## src/design/pfp_pkg.sv

```systemverilog
`timescale 1ns / 1ps
// Package for the pub/sub frame parser: byte codes, parser state, result
// types and the per-byte step functions. No dependencies.
package pfp_pkg;

	localparam logic [7:0] BYTE_CR = 8'd13;
	localparam logic [7:0] BYTE_LF = 8'd10;
	localparam logic [7:0] BYTE_SP = 8'd32;

	localparam logic [2:0] PUB_LEN    = 3'd3;
	localparam logic [2:0] MATCH_FAIL = 3'd4;

	// Result queue geometry.
	localparam int RQ_DEPTH = 4;
	localparam int RQ_AW    = $clog2(RQ_DEPTH);
	localparam int RQ_CW    = $clog2(RQ_DEPTH + 1);

	typedef enum logic [1:0] {
		PH_CMD,
		PH_TOPIC,
		PH_CONTENT,
		PH_ERROR
	} phase_t;

	typedef enum logic [2:0] {
		KIND_CMD     = 3'd0,
		KIND_TOPIC   = 3'd1,
		KIND_CONTENT = 3'd2,
		KIND_DONE    = 3'd3,
		KIND_ERR     = 3'd4
	} kind_t;

	typedef struct packed {
		phase_t     phase;
		logic       cr_pending;
		logic [2:0] cmd_match;
		logic       cmd_nonempty;
		logic       topic_nonempty;
		logic       header_bad;
	} pfp_state_t;

	typedef struct packed {
		kind_t      kind;
		logic [7:0] out_byte;
		logic       is_pub;
		logic       last;
	} res_t;

	// Outcome of handling one byte or one line end.
	typedef struct packed {
		pfp_state_t st;
		logic       v;
		kind_t      kind;
		logic [7:0] data;
		logic       pub;
	} step_t;

	// Results written into the result queue at the same time.
	typedef struct packed {
		logic [1:0] n;
		res_t       r0;
		res_t       r1;
	} push_t;

	typedef struct packed {
		logic             room2;
		logic [RQ_CW-1:0] count;
	} rq_stat_t;

	function automatic pfp_state_t st_clear();
		pfp_state_t s;
		s = '0;
		s.phase = PH_CMD;
		return s;
	endfunction

	function automatic logic [7:0] pub_char(logic [1:0] idx);
		logic [7:0] c;
		case (idx)
			2'd0: c = 8'h70;
			2'd1: c = 8'h75;
			default: c = 8'h62;
		endcase
		return c;
	endfunction

	// One data byte in the current field.
	function automatic step_t put_data(pfp_state_t st, logic [7:0] b);
		step_t r;
		r      = '0;
		r.st   = st;
		r.kind = KIND_CMD;
		r.data = b;
		case (st.phase)
			PH_CMD: begin
				if (b == BYTE_SP) begin
					r.st.header_bad = !st.cmd_nonempty;
					r.st.phase      = PH_TOPIC;
				end else begin
					r.v               = 1'b1;
					r.kind            = KIND_CMD;
					r.st.cmd_nonempty = 1'b1;
					if (st.cmd_match < PUB_LEN && b == pub_char(st.cmd_match[1:0]))
						r.st.cmd_match = st.cmd_match + 3'd1;
					else
						r.st.cmd_match = MATCH_FAIL;
				end
			end
			PH_TOPIC: begin
				r.v                 = 1'b1;
				r.kind              = KIND_TOPIC;
				r.st.topic_nonempty = 1'b1;
			end
			PH_CONTENT: begin
				r.v    = 1'b1;
				r.kind = KIND_CONTENT;
			end
			default: begin
				r.v = 1'b0;
			end
		endcase
		return r;
	endfunction

	// A CR LF pair closes the current line.
	function automatic step_t end_line(pfp_state_t st);
		step_t r;
		r    = '0;
		r.st = st;
		if (st.phase == PH_CONTENT) begin
			r.v    = 1'b1;
			r.kind = KIND_DONE;
			r.pub  = 1'b1;
			r.st   = st_clear();
		end else if (st.phase == PH_CMD || st.header_bad || !st.topic_nonempty ||
				!st.cmd_nonempty) begin
			r.v             = 1'b1;
			r.kind          = KIND_ERR;
			r.st.phase      = PH_ERROR;
			r.st.cr_pending = 1'b0;
		end else if (st.cmd_match == PUB_LEN) begin
			r.kind     = KIND_DONE;
			r.st.phase = PH_CONTENT;
		end else begin
			r.v    = 1'b1;
			r.kind = KIND_DONE;
			r.st   = st_clear();
		end
		return r;
	endfunction

endpackage

```

## src/design/pfp_if.sv

```systemverilog
`timescale 1ns / 1ps
// Handshake channels of the pub/sub frame parser: raw byte input and
// tagged result output. No dependencies.
interface pfp_byte_if;
	logic       valid;
	logic       ready;
	logic [7:0] data_byte;

	modport source (output valid, output data_byte, input ready);
	modport sink (input valid, input data_byte, output ready);
endinterface

interface pfp_res_if;
	logic       valid;
	logic       ready;
	logic [2:0] kind;
	logic [7:0] out_byte;
	logic       is_pub;
	logic       last;

	modport source (output valid, output kind, output out_byte, output is_pub,
		output last, input ready);
	modport sink (input valid, input kind, input out_byte, input is_pub,
		input last, output ready);
endinterface

```

## src/design/pubsub_frame_parser.sv

```systemverilog
`timescale 1ns / 1ps
// Top level of the pub/sub frame parser: input register, decode core and
// result queue. Depends on pfp_pkg, pfp_if, pfp_core and pfp_rq.
//
//   channel | dir | payload                          | per transfer
//   rx      | in  | data_byte[7:0]                   | one raw stream byte
//   res     | out | kind[2:0] out_byte[7:0] is_pub last | one tagged result
//
// Each byte is registered on transfer, decoded from that register by the
// core's short combinational path and written, with up to two results,
// into a four-entry result queue. A new byte is taken in every cycle as
// long as the queue has room for two results, so bytes that give one
// result run at full rate and the queue only throttles when bytes release
// a held CR alongside a data byte or when the consumer stalls.
// Reset clears the parser state, the input stage and the queue; the
// error phase is left only through reset.
module pubsub_frame_parser
	import pfp_pkg::*;
(
	input logic      clk,
	input logic      arst_n,
	pfp_byte_if.sink rx,
	pfp_res_if.source res
);

	logic       valid_s1;
	logic [7:0] byte_s1;
	logic       adv;
	push_t      push;
	pfp_state_t state;
	rq_stat_t   stat;
	logic       rq_valid;
	res_t       head;

	// The registered byte moves on only when the queue can take two results.
	assign adv      = valid_s1 && stat.room2;
	assign rx.ready = !valid_s1 || adv;

	always_ff @(posedge clk or negedge arst_n) begin
		if (!arst_n) begin
			valid_s1 <= 1'b0;
		end else if (rx.ready) begin
			valid_s1 <= rx.valid;
		end
	end

	always_ff @(posedge clk) begin
		if (rx.valid && rx.ready)
			byte_s1 <= rx.data_byte;
	end

	pfp_core u_core (
		.clk       (clk),
		.arst_n    (arst_n),
		.step      (adv),
		.data_byte (byte_s1),
		.push      (push),
		.state     (state)
	);

	pfp_rq u_rq (
		.clk    (clk),
		.arst_n (arst_n),
		.push   (push),
		.pop    (res.ready),
		.valid  (rq_valid),
		.head   (head),
		.stat   (stat)
	);

	assign res.valid    = rq_valid;
	assign res.kind     = head.kind;
	assign res.out_byte = head.out_byte;
	assign res.is_pub   = head.is_pub;
	assign res.last     = head.last;

	// The error phase is sticky.
	a_err_sticky: assert property (@(posedge clk) disable iff (!arst_n)
		state.phase == PH_ERROR |=> state.phase == PH_ERROR)
		else $error("error phase left without reset");

	// Nothing is produced while in the error phase.
	a_err_quiet: assert property (@(posedge clk) disable iff (!arst_n)
		state.phase == PH_ERROR |-> push.n == 2'd0)
		else $error("result produced in error phase");

	// The queue never overflows.
	a_rq_bound: assert property (@(posedge clk) disable iff (!arst_n)
		stat.count <= RQ_CW'(RQ_DEPTH))
		else $error("result queue overflow");

	// The pub flag only rides on a frame-complete result.
	a_pub_flag: assert property (@(posedge clk) disable iff (!arst_n)
		(res.valid && res.kind != KIND_DONE) |-> !res.is_pub)
		else $error("pub flag on a non-complete result");

endmodule

```

## src/design/pfp_core.sv

```systemverilog
`timescale 1ns / 1ps
// Parser state and per-byte decode: turns one registered byte into up to two
// results. Depends on pfp_pkg.
module pfp_core
	import pfp_pkg::*;
(
	input  logic       clk,
	input  logic       arst_n,
	input  logic       step,
	input  logic [7:0] data_byte,
	output push_t      push,
	output pfp_state_t state
);

	pfp_state_t st_q;
	pfp_state_t st_d;
	step_t      a;
	step_t      b;
	pfp_state_t s0;
	step_t      first;

	always_comb begin
		s0   = st_q;
		a    = '0;
		b    = '0;
		st_d = st_q;
		if (st_q.phase == PH_ERROR) begin
			st_d = st_q;
		end else if (st_q.cr_pending) begin
			if (data_byte == BYTE_LF) begin
				s0.cr_pending = 1'b0;
				a             = end_line(s0);
				st_d          = a.st;
			end else if (data_byte == BYTE_CR) begin
				// First CR goes out as data, the new one stays held.
				a    = put_data(s0, BYTE_CR);
				st_d = a.st;
			end else begin
				s0.cr_pending = 1'b0;
				a             = put_data(s0, BYTE_CR);
				b             = put_data(a.st, data_byte);
				st_d          = b.st;
			end
		end else if (data_byte == BYTE_CR) begin
			st_d.cr_pending = 1'b1;
		end else begin
			a    = put_data(st_q, data_byte);
			st_d = a.st;
		end
	end

	always_comb begin
		first         = a.v ? a : b;
		push.n        = {1'b0, a.v} + {1'b0, b.v};
		push.r0.kind     = first.kind;
		push.r0.out_byte = (first.kind == KIND_DONE || first.kind == KIND_ERR) ?
			8'd0 : first.data;
		push.r0.is_pub   = first.pub;
		push.r0.last     = !(a.v && b.v);
		push.r1.kind     = b.kind;
		push.r1.out_byte = (b.kind == KIND_DONE || b.kind == KIND_ERR) ? 8'd0 : b.data;
		push.r1.is_pub   = b.pub;
		push.r1.last     = 1'b1;
		if (!step)
			push.n = 2'd0;
	end

	always_ff @(posedge clk or negedge arst_n) begin
		if (!arst_n) begin
			st_q <= st_clear();
		end else if (step) begin
			st_q <= st_d;
		end
	end

	assign state = st_q;

endmodule

```

## src/design/pfp_rq.sv

```systemverilog
`timescale 1ns / 1ps
// Result queue: takes up to two results per cycle, hands out one per
// transfer. Depends on pfp_pkg.
module pfp_rq
	import pfp_pkg::*;
(
	input  logic     clk,
	input  logic     arst_n,
	input  push_t    push,
	input  logic     pop,
	output logic     valid,
	output res_t     head,
	output rq_stat_t stat
);

	res_t             mem_q [RQ_DEPTH];
	logic [RQ_AW-1:0] wp_q;
	logic [RQ_AW-1:0] rp_q;
	logic [RQ_CW-1:0] count_q;
	logic             do_pop;

	assign valid  = (count_q != '0);
	assign do_pop = pop && valid;
	assign head   = mem_q[rp_q];

	always_ff @(posedge clk or negedge arst_n) begin
		if (!arst_n) begin
			wp_q    <= '0;
			rp_q    <= '0;
			count_q <= '0;
		end else begin
			wp_q    <= wp_q + RQ_AW'(push.n);
			rp_q    <= rp_q + RQ_AW'(do_pop);
			count_q <= count_q + RQ_CW'(push.n) - RQ_CW'(do_pop);
		end
	end

	always_ff @(posedge clk) begin
		if (push.n != 2'd0)
			mem_q[wp_q] <= push.r0;
		if (push.n == 2'd2)
			mem_q[wp_q + RQ_AW'(1)] <= push.r1;
	end

	assign stat.room2 = (count_q <= RQ_CW'(RQ_DEPTH - 2));
	assign stat.count = count_q;

endmodule
```

## src/flat_wrapper.sv

```systemverilog
// flat-port wrapper written by rule: the top's interface ports become plain ports
module pubsub_frame_parser_flat import pfp_pkg::*;
  (clk, arst_n, rx_valid, rx_data_byte, rx_ready, res_valid, res_kind, res_out_byte, res_is_pub, res_last, res_ready);
  pfp_byte_if rx_i ();
  pfp_res_if res_i ();
  input logic clk;
  input logic arst_n;
  input wire logic [$bits(rx_i.valid)-1:0] rx_valid;
  input wire logic [$bits(rx_i.data_byte)-1:0] rx_data_byte;
  output wire logic [$bits(rx_i.ready)-1:0] rx_ready;
  output wire logic [$bits(res_i.valid)-1:0] res_valid;
  output wire logic [$bits(res_i.kind)-1:0] res_kind;
  output wire logic [$bits(res_i.out_byte)-1:0] res_out_byte;
  output wire logic [$bits(res_i.is_pub)-1:0] res_is_pub;
  output wire logic [$bits(res_i.last)-1:0] res_last;
  input wire logic [$bits(res_i.ready)-1:0] res_ready;
  assign rx_i.valid = rx_valid;
  assign rx_i.data_byte = rx_data_byte;
  assign rx_ready = rx_i.ready;
  assign res_valid = res_i.valid;
  assign res_kind = res_i.kind;
  assign res_out_byte = res_i.out_byte;
  assign res_is_pub = res_i.is_pub;
  assign res_last = res_i.last;
  assign res_i.ready = res_ready;
  pubsub_frame_parser u_core (.clk(clk), .arst_n(arst_n), .rx(rx_i), .res(res_i));
endmodule
```

## config.mk

```make
export PLATFORM = sky130hd
export DESIGN_NAME = pubsub_frame_parser_flat
export DESIGN_NICKNAME = d
export VERILOG_FILES = /design/src/design/pfp_pkg.sv /design/src/design/pfp_if.sv /design/src/design/pubsub_frame_parser.sv /design/src/design/pfp_core.sv /design/src/design/pfp_rq.sv /design/src/flat_wrapper.sv
export SDC_FILE = /design/constraint.sdc
export NUM_CORES = 1
export LEC_CHECK = 0
export BUFFER_PORTS_ARGS = -buffer_cell sky130_fd_sc_hd__buf_2
export CAP_MARGIN = 20
export CORE_MARGIN = 10
export CORE_UTILIZATION = 35
export DETAILED_ROUTE_END_ITERATION = 16
export GPL_TIMING_DRIVEN = 0
export PLACE_DENSITY = 0.51
export SETUP_SLACK_MARGIN = 0.15
export SLEW_MARGIN = 15
export SYNTH_ARGS = -nofsm -noshare
export SYNTH_HDL_FRONTEND = slang
export SYNTH_SLANG_ARGS = --single-unit
```

## constraint.sdc

```tcl
create_clock -name clk -period 7.9 [get_ports clk]
set_clock_uncertainty 0.15 [all_clocks]
set_input_delay 1.185 -clock clk [delete_from_list [all_inputs] [get_ports clk]]
set_output_delay 1.185 -clock clk [all_outputs]
set_load 0.01 [all_outputs]
```

# Word level (Yosys, flattened, before mapping)
# Memory sizes are Yosys's and may differ from the RTL's.
# Cells that the tools add are included.
# W data, S select, Z words.
[totals] register_bits=25 latchBits=0 ram_bits=52 mem_bits_ro=0 input_bits=12 output_inout_bits=15 wordCells=151 mem_count=1
[classes] addsub=8 n_mul=0 n_div=0 magnitude_cmp=3 n_eq_ne=20 shift=0 muxes=78 bitwise_logic=1 reduce_logical=29
[mem_list] name="u_core.u_rq.mem_q" depth=4 width=13 read_ports=1 rd_ports_with_merged_regs=0 write_ports=2 line="pfp_rq.sv:16" rtl="res_t mem_q [RQ_DEPTH];"
[op_table] cell="$mux W8" n=22
[op_table] cell="$mux W13" n=9
[op_table] cell="$mux W4" n=12
[op_table] cell="$mux W9" n=3
[op_table] cell="$pmux W5 S2" n=2
[op_table] cell="$eq A4 B8 Y1 const A" n=2
[op_table] cell="$eq A8 B4 Y1 const B" n=2
[op_table] cell="$eq A8 B8 Y1" n=2
[op_table] cell="$mux W3" n=5
[op_table] cell="$mux W1" n=13
[op_table] cell="$mux W12" n=1
[op_table] cell="$mux W6" n=2
[op_table] cell="$mux W2" n=5
[op_table] cell="$eq A3 B2 Y1 const B" n=3
[op_table] cell="$pmux W3 S3" n=1
[op_table] cell="$eq A8 B6 Y1 const B" n=1
[op_table] cell="$logic_and A1 B1 Y1" n=8
[op_table] cell="$mux W7" n=1
[op_table] cell="$add A3 B1 Y3 const B" n=2
[op_table] cell="$eq A2 B1 Y1 const B" n=3
[op_table] cell="$eq A2 B2 Y1 const B" n=3
[op_table] cell="$eq A3 B3 Y1 const B" n=2
[op_table] cell="$logic_not A2 Y1" n=3
[op_table] cell="$logic_or A1 B1 Y1" n=6
[op_table] cell="20 further kinds" n=26

# Depth between registers and ports, before layout
# Gate-level depths: netlist of the first run.
[logic_depth] ltp_word=31 ltp_mapped=16 mapped_depth_nobuf=15

# Modules after synthesis
# From an unflattened synthesis of the first run, not the netlist that was laid out.
[hier_totals] hier_cells=327 area_unflattened_um2=4459.3
[by_module_without_submodules] module="pfp_rq" instances=1 cells_per_inst=167 area_per_inst_um2=2979.1 seq_area_each_um2=1736.7
[by_module_without_submodules] module="pfp_core" instances=1 cells_per_inst=147 area_per_inst_um2=1179.9 seq_area_each_um2=225.2
[by_module_without_submodules] module="pubsub_frame_parser" instances=1 cells_per_inst=13 area_per_inst_um2=300.3 seq_area_each_um2=265.3

# Worst setup path before layout of the first run
# Ideal clock, no wire load.
[synth_path] path_kind="register -> register" start="register u_core.byte_s1[4]" end="register u_core.u_rq.count_q[2]" setup_time_ps=123 arrival_ps=3391 required_time_ps=7627 path_slack_ps=4235 stages_incl_launch_ff=16 n_path_buf=1 period_less_slack_ps=3665 path_cell_list="edfxtp_1 > or4_1 > buf_2 > o21a_1 > or2_4 > and2_1 > ha_1 > and3_1 > inv_1 > ha_1 > inv_1 > ha_1 > inv_1 > fa_1 > xor2_1 > xnor2_1"
[synth_between] elab_chain_cells=11 elab_cells_between_ends=17 cone_classes="3 x add/sub; 3 x eq/ne; 11 x mux"
[synth_lines] item="from (decl)" line="pubsub_frame_parser.sv:27" rtl="logic [7:0] byte_s1;"
[synth_lines] item="from (signal assigned)" line="pubsub_frame_parser.sv:49" rtl="byte_s1 <= rx.data_byte;"
[synth_lines] item="$eq A8 B6 Y1" line="pfp_pkg.sv:96" rtl="if (b == BYTE_SP) begin"
[synth_lines] item="$mux W4" line="pfp_pkg.sv:96"
[synth_lines] item="$pmux W1 S2" line="pfp_pkg.sv:94" rtl="case (st.phase)"
[synth_lines] item="$mux W13" line="pfp_core.sv:34, pfp_core.sv:44"
[synth_lines] item="$mux W13" line="pfp_core.sv:30" rtl="if (data_byte == BYTE_LF) begin"
[synth_lines] item="$mux W13" line="pfp_core.sv:29" rtl="end else if (st_q.cr_pending) begin"
[synth_lines] item="$mux W13" line="pfp_core.sv:27" rtl="if (st_q.phase == PH_ERROR) begin"
[synth_lines] item="$add A1 B1 Y2 (*)" line="pfp_core.sv:54" rtl="push.n = {1'b0, a.v} + {1'b0, b.v};"
[synth_lines] item="$mux W2 (*)" line="pfp_core.sv:64" rtl="if (!step)"
[synth_lines] item="$add A3 B2 Y3 (*)" line="pfp_rq.sv:34" rtl="count_q <= count_q + RQ_CW'(push.n) - RQ_CW'(do_pop);"
[synth_lines] item="$sub A3 B1 Y3 (*)" line="pfp_rq.sv:34"
[synth_lines] item="to (signal assigned)" line="pfp_rq.sv:34"
[synth_lines] item="to (decl)" line="pfp_rq.sv:19" rtl="logic [RQ_CW-1:0] count_q;"
# Every way passes the cells marked *; elsewhere a longest branch is shown, timed or not.
# A chain may end at the register's enable or synchronous reset.

==> impl_metrics.yaml, run 1 <==
layout:
  final_cells: 532
  area_of_combinational_cells_with_multiple_inputs_sq_um: 1870
  antenna-diode-count: 0
  filler_cell_count: 1120
  regArea_sq_um: 2110
  layout-drive-gt1-share: 0.170
  final_core_utilization: 0.412
  layout_commonest_cell: "edfxtp_1"
  synthToLayoutAreaGrowth_pct: 15.1
  finish.net_count: 414
  final_design_area_no_fill_sq_um: 4710
  commonest_cells_after_routing_fill_and_taps_aside: "48 x edfxtp_1, 30 x buf_2, 26 x nand2_1, 26 x o22ai_1, 24 x and2_1"
critical_path:
  timing.critical_path.required_ns: 7.71
  reg2reg_from: "u_core.byte_s1[7]$_DFFE_PP_"
  crit_path_kind: "flop to flop"
  critical_path.slowest_cell: "nor3_1"
  worst_path_dominant_cell_family: "simple AND/OR/NAND/NOR gates"
  crit_path_cells: "nor3_1 -> and4_1 -> buf_2 -> a41oi_1 -> and2_1 -> ha_1 -> nand2b_1 -> nor3_1 -> nand2_1 -> nand2_1"
  critical_path_peak_fanout: 11
  timing.critical_path.depth: 10
  r2r_cells: 10
  setup.worst_path.end: "u_core.u_rq.mem_q[3][7]$_DFFE_PP_"
  rr_endpoint: "u_core.u_rq.mem_q[3][7]$_DFFE_PP_"
  worstSetupEndpointType: "flop"
  cp-start-kind: "flop"
  largest_incremental_delay_on_the_critical_path_ns: 0.57
  crit_arrival_ns: 4.08
  critical_path_buf_inv_count: 1
  reg2reg_slack_ns: 3.63
  timing.critical_path.from: "u_core.byte_s1[7]$_DFFE_PP_"
timing:
  tns_ns: 0
  grt_setup_unrepaired: "false"
  max_slew_margin: 0.543
  report.final.setup_viol: 0
  hold_viol_final: 0
  fin_crit_sh: 0.540
  finalCriticalPeriod_ns: 4.27
  fmaxAchievable_mhz: 234
  worst_pin_slew_ns: 0.685
  final-max-slew-violation-count: 0
floorplan:
  floorplan.die.height_microns: 128
  dieWidth_microns: 128
  num_rows: 39
  fp.coreArea_sq_um: 11400
  initial_core_util: 0.358
  top_level_ports: 27
  die_outline_area_sq_um: 16400
logic_synthesis:
  yosys.cell_types.count: 62
  netlist_area_sq_um: 4090
  synth-seq-area-share: 0.515
  synth_flop_cell: "edfxtp_1"
  ys_ff_latch: 77
  asyncSetResetFlopFracSynth: 0.221
  syn-mean-instance-area_sq_um: 11.8
  syn_nets: 377
  synth_enable_flop_cells: 48
  synth_top_area_share: 0.352
  ranking_of_synthesized_cells_by_area: "edfxtp_1 35%, dfrtp_1 10%, mux4_2 7.2%"
  synth-warning-count: 0
  synthCells: 347
  synth.largest_area_cell: "edfxtp_1"
route:
  via_per_inst: 5.42
  drt_wl_total_microns: 9750
  detailroute.via_count: 2885
  detail_route.drc_violations: 0
  drt-wirelength-per-cell_microns: 18.3
  initialDrtViolationCount: 304
  drt_pre_antenna_iters: 4
  antenna_violating_nets_post_route: 0
place:
  post-dp-hpwl_microns: 7210
  placed_cell_area_sq_um: 4400
  dpl.cell_count: 516
  io_buffers: 26
  routabilityCongestion: 0.817
hold_path:
  worst_hold_start: "u_core.u_rq.mem_q[1][12]$_SDFFE_PP0N_"
  timing.hold.worst.class: "flop to flop"
clocking:
  clk-insertion-delay-late_ns: 0.33
  cts_root_buffer: "clkbuf_16"
  tritoncts.num_buffers: 9
  cts.sink_count: 77
  tritoncts_clock_tree: "yes"
  cts_post_setup_buffers_inserted: 0
  postCtsResizedCells: 0
  worst_setup_hold_path_clk_slew_ns: 0.05
  cts_hold_buf: 0
  htreeDepth: 3
  cts_buffer_depth: 2
power_and_ir_drop:
  cellLeakagePower_nw: 1.71
  power_density_nw_per_um2: 326
  ir_drop_mv: 0.123
global_route:
  global_route_wire_length_before_repair_microns: 16100
  vias_in_the_first_global_route: 2978
  grt-ovfl-total: 0
  initial_antenna_violation_count: 0
  grt_max_degree: 18
  aggregate_global_route_resource_usage: 0.125
run_status:
  outcome: "completed"
run:
  cap_viol_max_count: 0
-- Yosys cell counts, drive strengths merged (3+ instances only) --
cell type	count
dfxtp	12
inv	18
xor2	3
nand2	26
nor2b	3
mux4	13
and3	3
edfxtp	48
a2bb2oi	4
nand3	16
or3	3
nor3	6
ha	17
o211ai	3
o22ai	26
a31oi	6
o21ai	20
nand4b	3
nand4	3
buf	6
nor2	9
and2	24
dfrtp	17
clkbuf	4
nand2b	4
o21a	7
a21oi	9
-- per-layer routing --
layer	global-route usage	up-vias	routed length [microns]
met3	0.0327	10	521
met4	0.0530	0	164
met5	0	-	0
met2	0.201	66	4670
li1	-	1412	-
met1	0.157	1397	4400
-- through the flow --
step	worst slack, ns	hold slack, ns	power [mW]
after floorplan	4.24	0.288	0.954
after global placement	3.62	0.305	1.12
after detailed placement	3.66	0.311	1.13
after CTS	3.64	0.324	1.56
after global routing	3.28	0.348	1.64
final	3.63	0.320	1.53
-- where the power goes --
part / internal, mW / switching, mW
combinational: 0.218 / 0.299
clock: 0.275 / 0.156
sequential: 0.530 / 0.0555
total: 1.02 / 0.510
-- state kept, by name, indices dropped and copies added, names as in the netlist --
name,flops
u_core.u_rq.count_q,3
u_core.u_rq.wp_q,2
u_core.u_rq.mem_q,52
u_core.byte_s1,8
u_core.valid_s1,1
u_core.u_rq.rp_q,2
u_core.u_core.state,9
-- area by class of cell --
cell class | instances | share of cell area
timing repair buffer | 26 | 0.0276
clock buffer | 11 | 0.0494
multi-input combinational | 242 | 0.397
buffer | 10 | 0.00984
tap | 143 | 0.0380
sequential | 77 | 0.448
clock inverter | 5 | 0.0159
inverter | 18 | 0.0144
-- how the worst min path moves through the flow --
| stage | to | slack, ns | cells past startpoint |
|---|---|---|---|
| 3_5_place_dp | u_core.u_rq.mem_q[3][12]$_SDFFE_PP0N_ | 0.31 | 2 |
| 3_3_place_gp | u_core.u_rq.mem_q[1][12]$_SDFFE_PP0N_ | 0.31 | 2 |
| 6_report | u_core.u_rq.mem_q[1][12]$_SDFFE_PP0N_ | 0.32 | 2 |
| 4_1_cts | u_core.u_rq.mem_q[3][12]$_SDFFE_PP0N_ | 0.32 | 2 |
| 2_1_floorplan | u_core.u_rq.mem_q[2][12]$_SDFFE_PP0N_ | 0.29 | 2 |
| 5_1_grt | u_core.u_rq.mem_q[1][0]$_SDFFE_PP1N_ | 0.35 | 1 |
-- worst reg2reg max path, delay by kind of cell, from the launching register on --
kind	cells	cell delay, ns
AO/OA/AOI/OAI	1	0.14
adder cells (fa/ha/maj)	1	0.33
buffers and inverters	1	0.23
flip-flops	1	0.50
AND/OR/NAND/NOR	7	2.56
-- logic make-up (layout without fill, tap and decap cells) --
logic type | Yosys count | count (layout) | synth area share
adders and majority gates | 18 | 18 | 0.0569
xor gates and xnor gates | 5 | 5 | 0.0107
and+or+nand+nor | 115 | 115 | 0.159
DFF | 77 | 77 | 0.515
muxes | 15 | 15 | 0.0780
buffers and inverters | 28 | 70 | 0.0278
AOI/OAI and AO/OA | 89 | 89 | 0.152
Power figures use the tool's default switching activity.
==> run 2: changes to the inputs <==
--- a/config.mk
+++ b/config.mk
@@ -5,6 +5,7 @@
 export SDC_FILE = /design/constraint.sdc
 export NUM_CORES = 1
 export LEC_CHECK = 0
+export ABC_AREA = 1
 export BUFFER_PORTS_ARGS = -buffer_cell sky130_fd_sc_hd__buf_2
 export CAP_MARGIN = 20
 export CORE_MARGIN = 10
==> constraint.sdc (replaced) <==
create_clock -name clk -period 4 [get_ports clk]
set_clock_uncertainty 0.15 [all_clocks]
set_input_delay 0.6 -clock clk [delete_from_list [all_inputs] [get_ports clk]]
set_output_delay 0.6 -clock clk [all_outputs]
set_load 0.01 [all_outputs]
==> impl_metrics.yaml, run 2 <==
clocking:
  worst_setup_hold_path_clk_slew_ns: 0.06
  cts_hold_buf: 0
  htreeDepth: 3
  tritoncts.num_buffers: 9
  cts.sink_count: 77
  tritoncts_clock_tree: "yes"
  cts_root_buffer: "clkbuf_16"
  cts_buffer_depth: 2
  clk-insertion-delay-late_ns: 0.34
logic_synthesis:
  synth_enable_flop_cells: 48
  ranking_of_synthesized_cells_by_area: "edfxtp_1 31%, nand2_1 11%, dfrtp_1 9.1%"
  asyncSetResetFlopFracSynth: 0.221
  synth.most_common_cell: "nand2_1"
  syn-mean-instance-area_sq_um: 8.32
  synth.largest_area_cell: "edfxtp_1"
  synth_top_area_share: 0.310
  yosys.cell_types.count: 38
  syn_nets: 589
  synth-warning-count: 0
  synth_flop_cell: "edfxtp_1"
  synthCells: 559
  netlist_area_sq_um: 4650
  top_cells_by_instance_count_after_synthesis: "141 x nand2_1, 56 x nor2_1, 48 x edfxtp_1, 48 x inv_1, 48 x o21ai_0"
  ys_ff_latch: 77
  synth-seq-area-share: 0.453
route:
  drt-wirelength-per-cell_microns: 16.6
  drt_pre_antenna_iters: 5
  via_per_inst: 5.04
  detailroute.via_count: 3984
  initialDrtViolationCount: 305
  drt_wl_total_microns: 13100
  detail_route.drc_violations: 0
  antenna_violating_nets_post_route: 0
critical_path:
  worstSetupEndpointType: "flop"
  cp-start-kind: "flop"
  timing.critical_path.from: "u_core.byte_s1[6]$_DFFE_PP_"
  largest_incremental_delay_on_the_critical_path_ns: 0.46
  critical_path.slowest_cell: "edfxtp_1"
  r2r_cells: 21
  crit_arrival_ns: 3.71
  cpMostUsedCell: "inv_1"
  reg2reg_slack_ns: 0.36
  reg2reg_from: "u_core.byte_s1[6]$_DFFE_PP_"
  crit_path_kind: "flop to flop"
  critical_path_peak_fanout: 10
  timing.critical_path.required_ns: 4.07
  rr_endpoint: "u_core.u_rq.count_q[2]$_DFF_PN0_"
  setup.worst_path.end: "u_core.u_rq.count_q[2]$_DFF_PN0_"
  crit_path_cells: "buf_4 -> nor2_4 -> nand2_4 -> nor2_8 -> nand2_2 -> nor2_4 -> nor2_4 -> nand2_4 -> buf_12 -> inv_1 -> ha_1 -> inv_1 -> nor2_4 -> inv_1 -> ha_1 -> inv_1 -> ha_1 -> inv_1 -> fa_1 -> xnor2_2 -> xor2_1"
power_and_ir_drop:
  cellLeakagePower_nw: 2.41
  power_density_nw_per_um2: 710
  ir_drop_mv: 0.229
  power_after_layout_mw: 3.87
layout:
  largest_register_ff_count: 52
  layout_commonest_cell: "nand2_1"
  finish.net_count: 639
  antenna-diode-count: 0
  commonest_cells_after_routing_fill_and_taps_aside: "141 x nand2_1, 53 x nor2_1, 48 x o21ai_0, 48 x edfxtp_1, 46 x inv_1"
  layout-drive-gt1-share: 0.217
  final_cells: 790
  final_design_area_no_fill_sq_um: 5450
  largest-register: "u_core.u_rq.mem_q"
  synthToLayoutAreaGrowth_pct: 17.2
run:
  cap_viol_max_count: 0
timing:
  fin_crit_sh: 0.910
  report.final.setup_viol: 0
  max_slew_margin: 0.400
  postLayoutSetupSlackWorst_ns: 0.361
  worst_pin_slew_ns: 0.900
  hold_viol_final: 0
  final-max-slew-violation-count: 0
  fmaxAchievable_mhz: 275
  grt_setup_unrepaired: "false"
  finalCriticalPeriod_ns: 3.64
  tns_ns: 0
global_route:
  grt_max_degree: 18
  vias_in_the_first_global_route: 3959
  grt-ovfl-total: 0
  aggregate_global_route_resource_usage: 0.151
  global_route_wire_length_before_repair_microns: 21600
  initial_antenna_violation_count: 0
floorplan:
  floorplan.die.height_microns: 135
  initial_core_util: 0.354
  fp.coreArea_sq_um: 13100
  die_outline_area_sq_um: 18300
  dieWidth_microns: 135
  top_level_ports: 27
  num_rows: 42
place:
  pre_cts_setup_slack_ns: 0.153
  post-dp-hpwl_microns: 9620
  placed_cell_area_sq_um: 5000
  routabilityCongestion: 0.884
  dpl.cell_count: 761
  io_buffers: 26
run_status:
  outcome: "completed"
hold_path:
  timing.hold.worst.class: "input port to async pin"
-- run 2: kinds of logic after synthesis --
logic type                 count (synthesis)  share of synthesized area
adders and majority gates                 18                     0.0501
DFF                                       77                      0.453
xor gates and xnor gates                   5                    0.00942
buffers and inverters                     79                     0.0740
AOI/OAI and AO/OA                         82                     0.0947
and+or+nand+nor                          298                      0.319
-- run 2: worst min path at each step --
stage / from / end / depth (start not counted)
after floorplan: arst_n / u_core.u_core.state[0]$_DFFE_PN0P_ / 0
after global placement: u_core.u_rq.mem_q[2][12]$_SDFFE_PP0N_ / u_core.u_rq.mem_q[2][12]$_SDFFE_PP0N_ / 2
after detailed placement: u_core.u_rq.mem_q[2][12]$_SDFFE_PP0N_ / u_core.u_rq.mem_q[2][12]$_SDFFE_PP0N_ / 2
after CTS: arst_n / u_core.u_rq.count_q[0]$_DFF_PN0_ / 1
after global routing: arst_n / u_core.u_rq.count_q[0]$_DFF_PN0_ / 1
final: arst_n / u_core.u_rq.wp_q[0]$_DFF_PN0_ / 1
-- run 2: area by class of cell --
type | count | area [sq um]
Fill cell | 1340 | 7690
Multi-Input combinational cell | 403 | 2230
Sequential cell | 77 | 2110
Clock buffer | 12 | 236
Timing Repair Buffer | 39 | 228
Inverter | 59 | 224
Tap cell | 176 | 220
Buffer | 20 | 129
Clock inverter | 4 | 73.8
-- run 2: what timing repair did --
item                                   4_1_cts  5_1_grt
gates resized for setup                      1       12
setup buffers                                0       13
gates cloned                                 0        0
setup endpoints to repair                    1       29
pin swaps                                    0        3
endpoints found under the hold margin        0        0
-- run 2: per-layer routing --
layer,share of wire,vias up,GRT usage
li1,-,1976,-
met1,0.44,1869,0.185
met2,0.48,111,0.245
met3,0.052,28,0.0408
met4,0.026,0,0.0616
met5,0,-,0
-- run 2: power breakdown --
group	internal, mW	switching (mW)
Sequential	1.11	0.117
Combinational	0.574	1.21
Clock	0.547	0.313
-- run 2: per-stage QoR --
step	hold WS, ns	util
3_3_place_gp	0.284	0.381
6_report	0.0286	0.415
4_1_cts	0.0371	0.404
3_5_place_dp	0.289	0.381
5_1_grt	0.0430	0.415
2_1_floorplan	0.154	-
-- run 2: critical path: cells and delay by family (launching register included) --
kind / cells / cell delay, ns
adders and majority gates: 4 / 1.13
and+or+nand+nor: 8 / 0.86
buffers and inverters: 7 / 0.63
DFF: 1 / 0.46
xor gates and xnor gates: 2 / 0.29
==> run 3: changes to the inputs <==
--- a/config.mk
+++ b/config.mk
@@ -17,4 +17,5 @@
 export SLEW_MARGIN = 15
 export SYNTH_ARGS = -nofsm -noshare
 export SYNTH_HDL_FRONTEND = slang
+export SYNTH_HIERARCHICAL = 1
 export SYNTH_SLANG_ARGS = --single-unit
==> impl_metrics.yaml, run 3 <==
timing:
  finalCriticalPeriod_ns: 3.48
  report.final.setup_viol: 0
  postLayoutSetupSlackWorst_ns: 0.521
  fin_crit_sh: 0.870
  grt_setup_unrepaired: "false"
  final.hold.worst_slack_ns: 0.0314
  worst_pin_slew_ns: 1.00
  final-max-slew-violation-count: 0
  max_slew_margin: 0.326
  fmaxAchievable_mhz: 287
  tns_ns: 0
  hold_viol_final: 0
logic_synthesis:
  top_cells_by_instance_count_after_synthesis: "110 x nand2_1, 60 x edfxtp_1, 59 x o21ai_0"
  yosys.cell_types.count: 43
  synth.largest_area_cell: "edfxtp_1"
  synth-warning-count: 6
  synth_flop_cell: "edfxtp_1"
  netlist_area_sq_um: 4870
  synth_enable_flop_cells: 60
  synth.most_common_cell: "nand2_1"
  asyncSetResetFlopFracSynth: 0.221
  synth_top_area_share: 0.370
  syn-mean-instance-area_sq_um: 8.72
  synth-seq-area-share: 0.458
  ys_ff_latch: 77
  synthCells: 558
  ranking_of_synthesized_cells_by_area: "edfxtp_1 37%, dfrtp_1 8.7%, nand2_1 8.5%"
global_route:
  vias_in_the_first_global_route: 3746
  global_route_layer_with_the_greatest_usage: "met2"
  global_route_wire_length_before_repair_microns: 20000
  met2_global_route_usage: 0.229
  grt_max_degree: 18
  aggregate_global_route_resource_usage: 0.136
  gr-usage-met1: 0.169
  initial_antenna_violation_count: 0
  met3_routing_resource_usage_after_global_routing: 0.0355
  grt-ovfl-total: 0
clocking:
  cts_root_buffer: "clkbuf_16"
  tritoncts.num_buffers: 9
  htreeDepth: 3
  clk-insertion-delay-late_ns: 0.34
  postCtsResizedCells: 0
  cts_buffer_depth: 2
  worst_setup_hold_path_clk_slew_ns: 0.07
  tritoncts_clock_tree: "yes"
  cts.sink_count: 77
critical_path:
  crit_arrival_ns: 3.38
  critical_path_peak_fanout: 10
  timing.critical_path.required_ns: 3.90
  worstSetupEndpointType: "flop"
  cp-start-kind: "flop"
  crit_path_kind: "flop to flop"
hold_path:
  timing.hold.worst.class: "input port to async pin"
run_status:
  outcome: "completed"
floorplan:
  dieWidth_microns: 138
  initial_core_util: 0.353
  die_outline_area_sq_um: 19000
  floorplan.die.height_microns: 138
  top_level_ports: 27
  num_rows: 43
  fp.coreArea_sq_um: 13800
route:
  antenna_violating_nets_post_route: 0
  initialDrtViolationCount: 233
  detail_route.drc_violations: 0
  drt_wl_total_microns: 12300
  via_per_inst: 4.83
  drt_pre_antenna_iters: 4
  detailroute.via_count: 3796
  drt-wirelength-per-cell_microns: 15.7
run:
  cap_viol_max_count: 0
layout:
  largest_register_ff_count: 52
  layout_commonest_cell: "nand2_1"
  finish.net_count: 629
  antenna-diode-count: 0
  commonest_cells_after_routing_fill_and_taps_aside: "110 x nand2_1, 60 x edfxtp_1, 58 x o21ai_0"
  layout-drive-gt1-share: 0.262
  largest-register: "u_core/u_rq/mem_q"
  final_core_utilization: 0.409
  synthToLayoutAreaGrowth_pct: 15.7
place:
  routabilityCongestion: 0.879
  post-dp-hpwl_microns: 9210
  io_buffers: 26
  pre_cts_setup_slack_ns: 0.339
power_and_ir_drop:
  power_after_layout_mw: 4.36
  power_density_nw_per_um2: 773
  ir_drop_mv: 0.240
  cellLeakagePower_nw: 2.41
[run 3: cell count changes in the layout (fill, tap and decap cells not counted), sizes merged, moves of 4 or more]
cell,delta
a21oi,-4
o21ai,+57
clkbuf,-7
clkinv,+4
nor2,-4
edfxtp,+12
nand4,-31
inv,+4
dfxtp,-12
nor3,+8
nand2,-22
o22ai,-11
[run 3: cells by family (layout without fill, tap and decap cells)]
logic type	Yosys count	in the layout	synth area share
fa+ha+maj	16	16	0.0427
buf+inv	84	131	0.0853
other cells	2	3	0.00154
flops	77	77	0.458
simple gates	250	250	0.249
xor+xnor	2	2	0.00360
compound gates	127	127	0.160
[run 3: metrics by stage]
step,cell area [sq um],std cells
2_1_floorplan,4870,559
3_3_place_gp,5230,765
3_5_place_dp,5310,768
4_1_cts,5610,784
5_1_grt,5630,786
6_report,5630,786
[run 3: per-layer routing]
metal	share of wire	routed length, microns
met1	0.45	5530
met3	0.045	554
met2	0.49	6070
met5	0	0
met4	0.015	182
[run 3: what timing repair did]
action	CTS	global route
hold buffers	0	0
setup endpoints to repair	0	20
setup buffers	0	2
[run 3: worst paths after layout]
path | cells after the start | start | slack (ns) | end
setup / recovery | 16 | u_core/u_core/state[7]$_DFFE_PN0P_ | 0.52 | u_core/u_rq/mem_q[1][7]$_DFFE_PP_
hold / removal | 1 | arst_n | 0.03 | u_core/u_rq/rp_q[1]$_DFF_PN0_
setup reg to reg | 16 | u_core/u_core/state[7]$_DFFE_PN0P_ | 0.52 | u_core/u_rq/mem_q[1][7]$_DFFE_PP_
hold reg to reg | 2 | u_core/u_rq/rp_q[1]$_DFF_PN0_ | 0.33 | u_core/u_rq/rp_q[1]$_DFF_PN0_
max in group asynchronous | 1 | arst_n | 3.37 | u_core/u_rq/count_q[1]$_DFF_PN0_
min in group clk | 1 | rx_data_byte[1] | 0.28 | u_core/byte_s1[1]$_DFFE_PP_
[run 3: worst max-delay path: stages, from the launching register on]
cell and delay (ns):
dfrtp_1 0.42, inv_1 0.10, ha_1 0.32, nor2_1 0.19, nand2_1 0.12, inv_2 0.08, nand3_2 0.06, nor2_2 0.13
nor2_2 0.07, nand2_2 0.12, inv_4 0.07, ha_1 0.27, nand2_1 0.04, inv_1 0.22, nor2_1 0.23, o31ai_4 0.37
buf_6 0.23
[run 3: cell type report]
| cell class | count | area [sq um] |
|---|---|---|
| clock buffers | 9 | 225 |
| plain buffers | 21 | 173 |
| clock inverters | 7 | 75.1 |
| well taps | 180 | 225 |
| fillers | 1420 | 8140 |
| inverters | 63 | 243 |
| multi-input cells | 398 | 2270 |
| flip-flops and latches | 77 | 2230 |
| repair buffers | 31 | 191 |
[run 3: power breakdown]
group | internal, mW | leakage [nW] | total (mW) | switching [mW]
Clock | 0.486 | 0.150 | 0.833 | 0.346
Sequential | 1.25 | 0.766 | 1.38 | 0.133
Combinational | 0.726 | 1.49 | 2.14 | 1.41
Total | 2.46 | 2.41 | 4.36 | 1.89
